File: config.mk
export PLATFORM = sky130hd
export DESIGN_NAME = ctau_div_chain
export DESIGN_NICKNAME = d
export VERILOG_FILES = /design/src/rtl/core/assert_macros.svh /design/src/rtl/core/ctau_pkg.sv /design/src/rtl/core/ctau_div_cell.sv /design/src/rtl/core/ctau_div_chain.sv
export SDC_FILE = /design/constraint.sdc
export NUM_CORES = 1
export LEC_CHECK = 0
export BUFFER_PORTS_ARGS = -buffer_cell sky130_fd_sc_hd__buf_2
export CORE_MARGIN = 2
export CORE_UTILIZATION = 50
export CTS_CLUSTER_DIAMETER = 120
export DETAILED_ROUTE_END_ITERATION = 12
export PLACE_DENSITY = 0.78
export RECOVER_POWER = 100
export SLEW_MARGIN = 40
export SYNTH_ARGS = -nofsm -noshare
export SYNTH_HDL_FRONTEND = slang
export SYNTH_SLANG_ARGS = --single-unit
File: constraint.sdc
create_clock -name clk -period 3.7 [get_ports clk]
set_clock_uncertainty 0.2 [all_clocks]
set_input_delay 0.74 -clock clk [delete_from_list [all_inputs] [get_ports clk]]
set_output_delay 0.74 -clock clk [all_outputs]
set_load 0.03 [all_outputs]
File: src/rtl/core/assert_macros.svh
// assertion macros used by the top level rtl file
`ifndef ASSERT_MACROS_SVH
`define ASSERT_MACROS_SVH

// plain property, checked on every rising clock edge out of reset
`define CTAU_ASSERT(label, clk_sig, rst_sig, prop, msg) \
    label: assert property (@(posedge clk_sig) disable iff (!rst_sig) (prop)) else $error(msg);

// same-cycle implication
`define CTAU_ASSERT_IMPL(label, clk_sig, rst_sig, ante, cons, msg) \
    label: assert property (@(posedge clk_sig) disable iff (!rst_sig) (ante) |-> (cons)) \
        else $error(msg);

// next-cycle implication
`define CTAU_ASSERT_NEXT(label, clk_sig, rst_sig, ante, cons, msg) \
    label: assert property (@(posedge clk_sig) disable iff (!rst_sig) (ante) |=> (cons)) \
        else $error(msg);

`endif

File: src/rtl/core/ctau_pkg.sv
// shared types and constants of the color to alpha block
`default_nettype none
package ctau_pkg;
    localparam int CH_W      = 8;
    localparam int ALPHA_W   = 17;
    localparam int FRAC_W    = 16;
    localparam int CFG_IDX_W = 2;
    localparam int CH_N      = 3;

    typedef enum logic [CFG_IDX_W-1:0] {
        CFG_BG_RED   = 2'd0,
        CFG_BG_GREEN = 2'd1,
        CFG_BG_BLUE  = 2'd2
    } cfg_idx_t;

    // valid marker carried along a divider row
    typedef struct packed {
        logic valid;
    } ctau_ctl_t;
endpackage
`default_nettype wire

File: src/rtl/core/ctau_div_cell.sv
// one restoring division step, registered, with sideband pass-along
`default_nettype none
module ctau_div_cell #(
    parameter int RW    = 24,
    parameter int DW    = 8,
    parameter int QW    = 17,
    parameter int SW    = 18,
    parameter int SHIFT = 0
) (
    input  wire                 clk,
    input  wire                 rst_n,
    input  ctau_pkg::ctau_ctl_t in_ctl,
    input  wire  [RW-1:0]       in_rem,
    input  wire  [DW-1:0]       in_den,
    input  wire  [QW-1:0]       in_quot,
    input  wire  [SW-1:0]       in_side,
    output ctau_pkg::ctau_ctl_t out_ctl,
    output logic [RW-1:0]       out_rem,
    output logic [DW-1:0]       out_den,
    output logic [QW-1:0]       out_quot,
    output logic [SW-1:0]       out_side
);
    import ctau_pkg::*;

    ctau_ctl_t     ctl_reg;
    logic [RW-1:0] rem_reg, rem_next;
    logic [DW-1:0] den_reg;
    logic [QW-1:0] quot_reg, quot_next;
    logic [SW-1:0] side_reg;
    logic [RW-1:0] den_sh;
    logic          fits;

    // divisor aligned to this step's quotient bit
    assign den_sh    = RW'(in_den) << SHIFT;
    assign fits      = in_rem >= den_sh;
    assign rem_next  = fits ? (in_rem - den_sh) : in_rem;
    assign quot_next = {in_quot[QW-2:0], fits};

    always_ff @(posedge clk or negedge rst_n)
    begin
        if (!rst_n)
        begin
            ctl_reg <= '0;
        end
        else
        begin
            ctl_reg <= in_ctl;
        end
    end

    always_ff @(posedge clk)
    begin
        rem_reg  <= rem_next;
        den_reg  <= in_den;
        quot_reg <= quot_next;
        side_reg <= in_side;
    end

    assign out_ctl  = ctl_reg;
    assign out_rem  = rem_reg;
    assign out_den  = den_reg;
    assign out_quot = quot_reg;
    assign out_side = side_reg;
endmodule
`default_nettype wire

File: src/rtl/core/ctau_div_chain.sv
// row of division cells, one quotient bit per cell
`default_nettype none
module ctau_div_chain #(
    parameter int RW = 24,
    parameter int DW = 8,
    parameter int QW = 17,
    parameter int SW = 18
) (
    input  wire                 clk,
    input  wire                 rst_n,
    input  ctau_pkg::ctau_ctl_t in_ctl,
    input  wire  [RW-1:0]       in_rem,
    input  wire  [DW-1:0]       in_den,
    input  wire  [SW-1:0]       in_side,
    output ctau_pkg::ctau_ctl_t out_ctl,
    output logic [QW-1:0]       out_quot,
    output logic [SW-1:0]       out_side
);
    import ctau_pkg::*;

    ctau_ctl_t     ctl  [QW+1];
    logic [RW-1:0] rem  [QW+1];
    logic [DW-1:0] den  [QW+1];
    logic [QW-1:0] quot [QW+1];
    logic [SW-1:0] side [QW+1];

    assign ctl[0]  = in_ctl;
    assign rem[0]  = in_rem;
    assign den[0]  = in_den;
    assign quot[0] = '0;
    assign side[0] = in_side;

    for (genvar i = 0; i < QW; i++)
    begin : g_cell
        ctau_div_cell #(
            .RW(RW), .DW(DW), .QW(QW), .SW(SW), .SHIFT(QW - 1 - i)
        ) u_cell (
            .clk      (clk),
            .rst_n    (rst_n),
            .in_ctl   (ctl[i]),
            .in_rem   (rem[i]),
            .in_den   (den[i]),
            .in_quot  (quot[i]),
            .in_side  (side[i]),
            .out_ctl  (ctl[i+1]),
            .out_rem  (rem[i+1]),
            .out_den  (den[i+1]),
            .out_quot (quot[i+1]),
            .out_side (side[i+1])
        );
    end

    assign out_ctl  = ctl[QW];
    assign out_quot = quot[QW];
    assign out_side = side[QW];
endmodule
`default_nettype wire

==> results of run 1 <==
-- power by group through the flow --
stage               logic, mW  registers (mW)  clock network [mW]
finish                   6.92            14.1                9.96
global route             7.68            14.3                10.7
CTS                      6.91            14.0                10.2
detailed placement       6.79            14.2                   0
global placement         6.52            14.2                   0
floorplan                5.37            13.8                   0
-- metrics by stage --
step	hold WS, ns	utilization [%]	setup slack, ns
2_1_floorplan	0.1096	-	0.8433
3_3_place_gp	0.1096	52.74	0.4260
3_5_place_dp	0.1121	52.74	0.3722
4_1_cts	0.003227	58.96	0.3439
5_1_grt	0.04548	58.72	0.09377
6_report	0.07169	58.72	0.2928
-- sequential cells by signal, summed over array words and instances (netlist names) --
signal / flops
g_cell.u_cell.out_ctl: 17
g_cell.u_cell.out_quot: 153
g_cell.u_cell.out_rem: 384
g_cell.u_cell.out_side: 306
g_cell.u_cell.out_den: 128
-- cell usage in the layout, fill, tap and decap left out, drive strengths merged, types with 32 or more instances in the layout --
cell type	netlist	routed
nand3	32	32
xnor2	103	103
inv	187	193
mux2	45	45
nand2	100	100
o21a	40	40
nor4	50	50
a21oi	103	103
o21ai	96	96
dfxtp	971	971
clkbuf	20	192
nor3	67	67
ha	136	136
dlygate4sd3	0	43
nor2	162	162
xor2	69	69
-- path summary, 6_finish.rpt --
| kind | endpoint | start | cells past startpoint |
|---|---|---|---|
| min in group asynchronous | g_cell[2].u_cell.out_ctl$_DFF_PN0_ | rst_n | 2 |
| max in group asynchronous | g_cell[12].u_cell.out_ctl$_DFF_PN0_ | rst_n | 2 |
| worst min-delay path | g_cell[0].u_cell.out_den[1]$_DFF_P_ | in_den[1] | 1 |
| worst min register to register | g_cell[7].u_cell.out_side[16]$_DFF_P_ | g_cell[6].u_cell.out_side[16]$_DFF_P_ | 0 |
| worst max-delay path | g_cell[10].u_cell.out_rem[15]$_DFF_P_ | g_cell[9].u_cell.out_den[0]$_DFF_P_ | 8 |
| worst max register to register | g_cell[10].u_cell.out_rem[15]$_DFF_P_ | g_cell[9].u_cell.out_den[0]$_DFF_P_ | 8 |
-- kinds of logic (layout without fill, tap and decap cells) --
kind of cell    Yosys count  count (layout)
flops                   988             988
simple gates            614             614
compound gates          374             374
buf+inv                 213             498
xor+xnor                172             172
fa+ha+maj               152             152
mux                      53              53
-- worst register-to-register path, cell delays in order (launching register included) --
cell and delay [ns]:
dfxtp_1 0.34, ha_1 0.17, inv_1 0.06, fa_1 0.43, a221oi_1 0.48, o21ai_1 0.30
or4_1 0.81, nor2b_1 0.24, mux2_2 0.26
-- layer usage --
metal  GRT usage, %  routed length [µm]
met1          19.43               23070
met2          30.44               26250
met3          3.562                2273
met4          7.755                1997
met5              0                  11
-- cell type report --
class                      instances  area (µm²)
timing repair buffer             139       832.0
clock inverter                    45       691.9
clock buffer                     127        2628
tap                              782       978.4
multi-input combinational       1365        9744
sequential                       988       19860
inverter                         187       701.9
fill                            4712       24920
==> flow_metrics.py, run 1 <==
metrics = {
    "power_and_ir_drop": {
        "power_density_nw_per_um2": 872.7,
        "power_frac_comb_pct": 22.4,
        "p_sw_mw": 8.997,
        "clkPwrFrac_pct": 32.2,
        "totalPowerFinal_mw": 30.93,
        "p_sw_share_pct": 29.09,
        "p_leak_nw": 15.06,
        "max-vdd-ir-drop_mv": 0.4655,
        "p_int_mw": 21.93,
        "seq_power_share_pct": 45.4,
    },
    "setup_path": {
        "cp-end-kind": "register",
        "cpMaxStageDelayCell": "or4_1",
        "cpPeakStageDelay_ns": 0.81,
        "cp_cell_sequence": "ha_1 -> inv_1 -> fa_1 -> a221oi_1 -> o21ai_1 -> or4_1 -> nor2b_1 -> mux2_2",
        "path_class": "reg -> reg",
        "startpoint_type": "register",
        "crit_arrival_ns": 3.74,
        "cp_data_required_time_ns": 4.04,
        "worst-path-buf-inv": 1,
        "crit_path_max_fanout": 15,
        "r2r_slack_ns": 0.29,
        "cp_top_family": "simple AND/OR/NAND/NOR gates",
    },
    "synth": {
        "synth_top_area_share_pct": 63.78,
        "yosys_warnings": 0,
        "ys_ff_latch": 988,
        "synth-async-reset-ratio_pct": 1.721,
        "synth-seq-area-share_pct": 65.18,
        "synth_ff_type": "dfxtp_1",
        "synth_area_per_cell_um2": 11.88,
        "synth_simple_gate_area_share_pct": 10.74,
        "synth_nets": 2771,
        "synth_compound_area_share_pct": 7.862,
        "yosysUniqueCellTypes": 74,
        "synth_commonest_cells": "dfxtp_1 (971), inv_1 (187), nor2_1 (161)",
        "synthTopCellsByArea": "dfxtp_1 (64%), ha_1 (5.6%), xnor2_1 (3.0%)",
        "yosys.area_share.xor_xnor_pct": 4.943,
        "synthAdderAreaFrac_pct": 6.634,
        "yosysTopAreaCell": "dfxtp_1",
        "netlist_instances": 2566,
        "syn_area_um2": 30480,
        "synthMuxAreaShare_pct": 1.925,
        "yosysMostFrequentCell": "dfxtp_1",
        "synth_edf_count": 0,
        "synth_top_family_by_area": "simple AND/OR/NAND/NOR gates",
    },
    "timing": {
        "drv_slew": 0,
        "period_share_pct": 92.09,
        "layout_min_cycle_time_ns": 3.407,
        "fin_tns_setup_ns": 0,
        "slew_headroom_pct": 6.233,
        "worst_pin_slew_ns": 1.404,
        "finalSetupViolCount": 0,
        "max_freq_mhz": 293.5,
        "rsz0062_at_grt": "no",
        "final_hold_viol_count": 0,
    },
    "drt": {
        "drt-vias-per-instance": 5.031,
        "ant_nets": 0,
        "dr.pass1.iters": 5,
        "drt_iter0_markers": 871,
        "wirelength_um": 53610,
        "drc": 0,
        "drt-wirelength-per-cell_um": 14.76,
        "route.vias.total": 18280,
    },
    "place": {
        "io_buffers": 88,
        "place_congestion": 0.8534,
        "hpwlAfterDp_um": 37040,
        "placed_area_um2": 31830,
        "post-place-cells": 3418,
    },
    "floorplan": {
        "dieArea_um2": 62950,
        "die_x_um": 250.9,
        "core_um2": 60360,
        "start_util_pct": 50.50,
        "pin_count": 89,
        "die_h_um": 250.9,
        "fp-row-count": 90,
    },
    "outcome": {
        "outcome": "finished, final reports clean",
    },
    "clocking": {
        "cts_tree": "done",
        "postCtsResizedCells": 0,
        "clkSlewWorstSetupHoldPaths_ns": 0.06,
        "cts.root.buffer_cell": "clkbuf_16",
        "cts_buffers": 93,
        "cts_sinks": 988,
        "insertion_delay_ns": 0.64,
        "postCtsHoldBufs": 43,
        "htree_levels": 3,
        "ctsLongestPathBuffers": 3,
        "cts_setup_buffers": 0,
    },
    "layout": {
        "n_antenna_cell": 0,
        "nets": 2979,
        "stdcell_area_um2": 35440,
        "stdcell_count": 3633,
        "layout-drive-gt1-share_pct": 8.699,
        "area_growth_syn_to_layout_pct": 16.28,
    },
    "global_route": {
        "track_usage_pct": 16.99,
        "grt_overflow": 0,
        "grt_pass1_vias": 18640,
        "grt_pass1_wl_um": 88340,
        "antenna_found_initial": 1,
        "grt_max_degree": 30,
    },
    "min_path": {
        "hold_class": "in -> reg",
    },
    "run": {
        "max_cap_violations": 0,
    },
}
Note: power is estimated with default switching activity, not from simulation.
==> run 2, diff against run 1 <==
--- a/config.mk
+++ b/config.mk
@@ -8,6 +8,7 @@
 export BUFFER_PORTS_ARGS = -buffer_cell sky130_fd_sc_hd__buf_2
 export CORE_MARGIN = 2
 export CORE_UTILIZATION = 50
+export CTS_BUF_LIST = sky130_fd_sc_hd__clkbuf_4
 export CTS_CLUSTER_DIAMETER = 120
 export DETAILED_ROUTE_END_ITERATION = 12
 export PLACE_DENSITY = 0.78
==> run 2 against run 1 <==
Net effect:
- global-route usage increased by 0.45 points
- hold slack improved by 0.029 ns
- maximum frequency up 0.88%
- sequential share of layout area up 0.43 points
- first-iteration DRC count down 9.1%
- routed wire length increased by 0.60%
- die area unchanged
- combinational power hardly changed
- critical path type unchanged
- critical endpoint unchanged
==> flow_metrics.py, run 2 (synthesized netlist as in run 1, its figures left out) <==
metrics = {
    "drt": {
        "wirelength_um": 53930,
        "drt-wirelength-per-cell_um": 13.89,
        "drc": 0,
        "drt-vias-per-instance": 4.924,
        "dr.pass1.iters": 7,
        "drt_iter0_markers": 792,
        "ant_nets": 0,
        "route.vias.total": 19120,
    },
    "timing": {
        "max_freq_mhz": 296.1,
        "hold_slack_ns": 0.1007,
        "fin_tns_setup_ns": 0,
        "rsz0062_at_grt": "no",
        "slew_headroom_pct": 36.01,
        "drv_slew": 0,
        "setup_slack_ns": 0.3224,
        "worst_pin_slew_ns": 0.9598,
        "final_hold_viol_count": 0,
        "period_share_pct": 91.29,
        "finalSetupViolCount": 0,
        "layout_min_cycle_time_ns": 3.378,
    },
    "global_route": {
        "track_usage_pct": 17.43,
        "grt_pass1_vias": 19860,
        "grt_max_degree": 30,
        "antenna_found_initial": 2,
        "grt_overflow": 0,
        "grt_pass1_wl_um": 90090,
    },
    "clocking": {
        "ctsLongestPathBuffers": 3,
        "cts.root.buffer_cell": "clkbuf_4",
        "cts_tree": "done",
        "clkSlewWorstSetupHoldPaths_ns": 0.06,
        "insertion_delay_ns": 1.02,
        "cts_sinks": 988,
        "htree_levels": 4,
        "cts_buffers": 225,
    },
    "floorplan": {
        "start_util_pct": 50.50,
        "die_x_um": 250.9,
        "dieArea_um2": 62950,
        "core_um2": 60360,
        "die_h_um": 250.9,
        "fp-row-count": 90,
        "pin_count": 89,
    },
    "power_and_ir_drop": {
        "max-vdd-ir-drop_mv": 0.4222,
        "power_density_nw_per_um2": 830.3,
        "p_leak_nw": 15.24,
    },
    "setup_path": {
        "cp-end-kind": "register",
        "crit_arrival_ns": 4.08,
        "cp_data_required_time_ns": 4.40,
        "startpoint_type": "register",
        "crit_path_max_fanout": 15,
        "path_class": "reg -> reg",
    },
    "place": {
        "io_buffers": 88,
        "hpwlAfterDp_um": 37040,
        "place_congestion": 0.8534,
        "placed_area_um2": 31830,
        "place_ws_ns": 0.3722,
    },
    "layout": {
        "stdcell_area_um2": 35170,
        "most-common-layout-cells": "dfxtp_1 (971), clkbuf_4 (325), inv_1 (187), nor2_1 (162), ha_1 (136)",
        "fillers": 4856,
        "layout-drive-gt1-share_pct": 14.64,
        "regArea_um2": 19860,
        "multi_input_area_um2": 9756,
        "largest_register_ffs": 384,
        "area_growth_syn_to_layout_pct": 15.39,
        "layout_commonest_cell": "dfxtp_1",
        "nets": 3123,
    },
    "outcome": {
        "outcome": "finished, final reports clean",
    },
    "min_path": {
        "hold_class": "reg -> reg",
    },
    "run": {
        "max_cap_violations": 0,
    },
}
==> run 2: cell types whose count changed in the layout (fill, tap and decap cells not counted), sizes merged, moves of 5 or more <==
cell,change
dlygate4sd3,+11
clkinvlp,-5
diode,+7
clkinv,+47
bufinv,-10
clkbuf,+200
==> run 2: what timing repair did <==
| item | CTS | global route |
|---|---|---|
| buffers inserted | 0 | 0 |
| hold endpoints to repair | 69 | 17 |
| gates resized for setup | 0 | 0 |
| hold buffers | 54 | 1 |
==> run 2: path summary, 6_finish.rpt <==
| path | from | end | slack [ns] | cells past startpoint |
|---|---|---|---|---|
| worst max register to register | g_cell[9].u_cell.out_den[0]$_DFF_P_ | g_cell[10].u_cell.out_rem[15]$_DFF_P_ | 0.32 | 8 |
| worst max-delay path | g_cell[9].u_cell.out_den[0]$_DFF_P_ | g_cell[10].u_cell.out_rem[15]$_DFF_P_ | 0.32 | 8 |
| worst min-delay path | g_cell[15].u_cell.out_side[0]$_DFF_P_ | g_cell[16].u_cell.out_side[0]$_DFF_P_ | 0.10 | 0 |
| worst min register to register | g_cell[15].u_cell.out_side[0]$_DFF_P_ | g_cell[16].u_cell.out_side[0]$_DFF_P_ | 0.10 | 0 |
| min in group asynchronous | rst_n | g_cell[9].u_cell.out_ctl$_DFF_PN0_ | 0.77 | 4 |
| max in group asynchronous | rst_n | g_cell[7].u_cell.out_ctl$_DFF_PN0_ | 2.00 | 4 |
==> run 2: routing by layer <==
| layer | vias to the layer above | global-route usage, % | wire (µm) |
|---|---|---|---|
| met5 | - | 0 | 0 |
| met4 | 0 | 10.73 | 2026 |
| met3 | 146 | 4.835 | 2496 |
| met2 | 499 | 30.39 | 26740 |
| met1 | 8829 | 18.80 | 22670 |
| li1 | 9647 | - | - |
==> run 2: layout make-up <==
class                      instances  share of cell area [%]
clock buffer                     325                   6.938
multi-input combinational       1365                   27.74
tap                              782                   2.782
sequential                       988                   56.48
antenna                            7                 0.04981
inverter                         187                   1.996
timing repair buffer             151                   2.690
clock inverter                    78                   1.323
==> run 2: power breakdown <==
part	internal [mW]	switching (mW)
logic	3.22	3.69
registers	12.7	1.33
clock network	4.34	3.92
total	20.3	8.94
==> run 2: critical path, stage by stage, from the launching register on <==
cell and delay [ns]:
dfxtp_1 0.34, ha_1 0.17, inv_1 0.06, fa_1 0.43
a221oi_1 0.47, o21ai_1 0.29, or4_1 0.82, nor2b_1 0.24
mux2_2 0.26
==> run 2: through the flow <==
step / instances / util [%] / power, mW
global route: 3880 / 58.25 / 31.11
global placement: 3418 / 52.74 / 20.68
finish: 3883 / 58.27 / 29.20
detailed placement: 3418 / 52.74 / 21.04
floorplan: 2566 / - / 19.20
CTS: 3875 / 58.45 / 29.53
==> run 3, diff against run 2 <==
--- a/config.mk
+++ b/config.mk
@@ -7,11 +7,11 @@
 export LEC_CHECK = 0
 export BUFFER_PORTS_ARGS = -buffer_cell sky130_fd_sc_hd__buf_2
 export CORE_MARGIN = 2
-export CORE_UTILIZATION = 50
+export CORE_UTILIZATION = 60
 export CTS_BUF_LIST = sky130_fd_sc_hd__clkbuf_4
 export CTS_CLUSTER_DIAMETER = 120
 export DETAILED_ROUTE_END_ITERATION = 12
-export PLACE_DENSITY = 0.78
+export PLACE_DENSITY = 0.89
 export RECOVER_POWER = 100
 export SLEW_MARGIN = 40
 export SYNTH_ARGS = -nofsm -noshare
==> run 3 against run 2 <==
Net effect:
- first-iteration DRC count up 40%
- sequential share of layout area grew 0.63 points
- register-to-register slack lost 0.07 ns
- critical endpoint unchanged
- non-clock buffer count shrank 3
- global-route usage rose by 5.0 points
- largest cell class unchanged
==> flow_metrics.py, run 3 (synthesized netlist as in run 1, its figures left out) <==
metrics = {
    "power_and_ir_drop": {
        "max-vdd-ir-drop_mv": 0.4618,
        "power_density_nw_per_um2": 835.4,
        "totalPowerFinal_mw": 29.06,
        "p_leak_nw": 15.10,
    },
    "layout": {
        "layout-drive-gt1-share_pct": 13.74,
        "largest_register_ffs": 384,
        "most-common-layout-cells": "dfxtp_1 (971), clkbuf_4 (310), inv_1 (187), nor2_1 (162), ha_1 (136)",
        "fillers": 3450,
        "stdcell_area_um2": 34780,
        "area_growth_syn_to_layout_pct": 14.12,
        "nets": 3114,
        "fin_util_pct": 69.33,
        "layout_commonest_cell": "dfxtp_1",
    },
    "floorplan": {
        "pin_count": 89,
        "core_um2": 50170,
        "start_util_pct": 60.75,
        "dieArea_um2": 52620,
        "die_h_um": 229.4,
        "fp-row-count": 82,
        "die_x_um": 229.4,
    },
    "place": {
        "place_congestion": 0.8991,
        "place_ws_ns": 0.3539,
        "hpwlAfterDp_um": 38140,
        "io_buffers": 88,
        "placed_area_um2": 31680,
    },
    "run": {
        "max_cap_violations": 0,
    },
    "setup_path": {
        "cp_top_family": "simple AND/OR/NAND/NOR gates",
        "startpoint_type": "register",
        "cp_data_required_time_ns": 4.34,
        "ff2ff_path_depth": 9,
        "worst-path-buf-inv": 2,
        "path_class": "reg -> reg",
        "cpMaxStageDelayCell": "or4_1",
        "endpoint": "g_cell[10].u_cell.out_rem[15]$_DFF_P_",
        "r2r_slack_ns": 0.25,
        "cp-end-kind": "register",
        "cpPeakStageDelay_ns": 0.79,
        "cp_cell_sequence": "inv_1 -> ha_1 -> inv_1 -> fa_1 -> a221oi_1 -> o21ai_1 -> or4_1 -> nor2b_1 -> mux2_2",
        "worstReg2RegEnd": "g_cell[10].u_cell.out_rem[15]$_DFF_P_",
        "path_depth": 9,
        "crit_arrival_ns": 4.09,
        "r2r-start": "g_cell[9].u_cell.out_rem[6]$_DFF_P_",
        "crit_path_max_fanout": 15,
        "crit_top_cell": "inv_1",
        "worstSetupStartpoint": "g_cell[9].u_cell.out_rem[6]$_DFF_P_",
    },
    "timing": {
        "fin_tns_setup_ns": 0,
        "layout_min_cycle_time_ns": 3.447,
        "period_share_pct": 93.17,
        "worst_pin_slew_ns": 0.9859,
        "drv_slew": 0,
        "setup_slack_ns": 0.2527,
        "finalSetupViolCount": 0,
        "slew_headroom_pct": 34.27,
        "final_hold_viol_count": 0,
        "rsz0062_at_grt": "no",
        "max_freq_mhz": 290.1,
    },
    "outcome": {
        "outcome": "finished, final reports clean",
    },
    "clocking": {
        "cts_tree": "done",
        "clkSlewWorstSetupHoldPaths_ns": 0.07,
        "cts_setup_buffers": 0,
        "cts.root.buffer_cell": "clkbuf_4",
        "cts_sinks": 988,
        "ctsLongestPathBuffers": 3,
        "insertion_delay_ns": 0.98,
        "cts_buffers": 219,
        "htree_levels": 4,
    },
    "global_route": {
        "grt_pass1_vias": 20700,
        "track_usage_pct": 22.42,
        "grt_max_degree": 30,
        "grt_overflow": 0,
        "grt_pass1_wl_um": 95940,
        "antenna_found_initial": 2,
    },
    "drt": {
        "ant_nets": 0,
        "route.vias.total": 19490,
        "drt-wirelength-per-cell_um": 15.42,
        "drt-vias-per-instance": 5.222,
        "wirelength_um": 57520,
        "drc": 0,
        "drt_iter0_markers": 1109,
        "dr.pass1.iters": 5,
    },
    "min_path": {
        "hold_class": "reg -> reg",
    },
}
[run 3: power breakdown]
part           leakage, nW  internal [mW]  switching (mW)
sequential            8.36           12.7            1.37
clock                 1.61           4.12            3.83
combinational         5.13           3.22            3.81
total                 15.1           20.0            9.01
[run 3: cell type report]
class	count	area (µm²)	area share, %
sequential	988	19860	57.11
multi-input combinational	1365	9756	28.05
clock buffer	310	2327	6.691
timing repair buffer	148	919.6	2.644
tap	672	840.8	2.417
inverter	187	701.9	2.018
clock inverter	59	367.9	1.058
antenna	2	5.005	0.01439
[run 3: per-stage QoR]
stage / hold slack, ns / std cells
final: 0.09766 / 3731
after detailed placement: 0.1121 / 3306
after floorplan: 0.1096 / 2566
after CTS: 0.04255 / 3728
after global placement: 0.1095 / 3306
after global routing: 0.07906 / 3731
[run 3: worst min-delay path by stage]
stage | start | end | cells after the start
4_1_cts | in_side[9] | g_cell[0].u_cell.out_side[9]$_DFF_P_ | 2
5_1_grt | in_side[9] | g_cell[0].u_cell.out_side[9]$_DFF_P_ | 2
6_report | g_cell[10].u_cell.out_side[2]$_DFF_P_ | g_cell[11].u_cell.out_side[2]$_DFF_P_ | 0
3_3_place_gp | g_cell[6].u_cell.out_quot[5]$_DFF_P_ | g_cell[7].u_cell.out_quot[6]$_DFF_P_ | 0
2_1_floorplan | g_cell[9].u_cell.out_quot[9]$_DFF_P_ | g_cell[10].u_cell.out_quot[10]$_DFF_P_ | 0
3_5_place_dp | g_cell[9].u_cell.out_quot[2]$_DFF_P_ | g_cell[10].u_cell.out_quot[3]$_DFF_P_ | 0
[run 3: per-layer routing]
metal | up-vias | global-route usage (%) | share of wire (%)
met5 | - | 0 | 0
met4 | 0 | 11.99 | 3.6
met3 | 162 | 5.528 | 4.9
met2 | 619 | 40.12 | 51
met1 | 9117 | 24.38 | 41
li1 | 9587 | - | -
[run 3: timing repair]
action,4_1_cts,5_1_grt
hold buffers,53,1
resized for setup,0,0
hold endpoints to repair,68,2
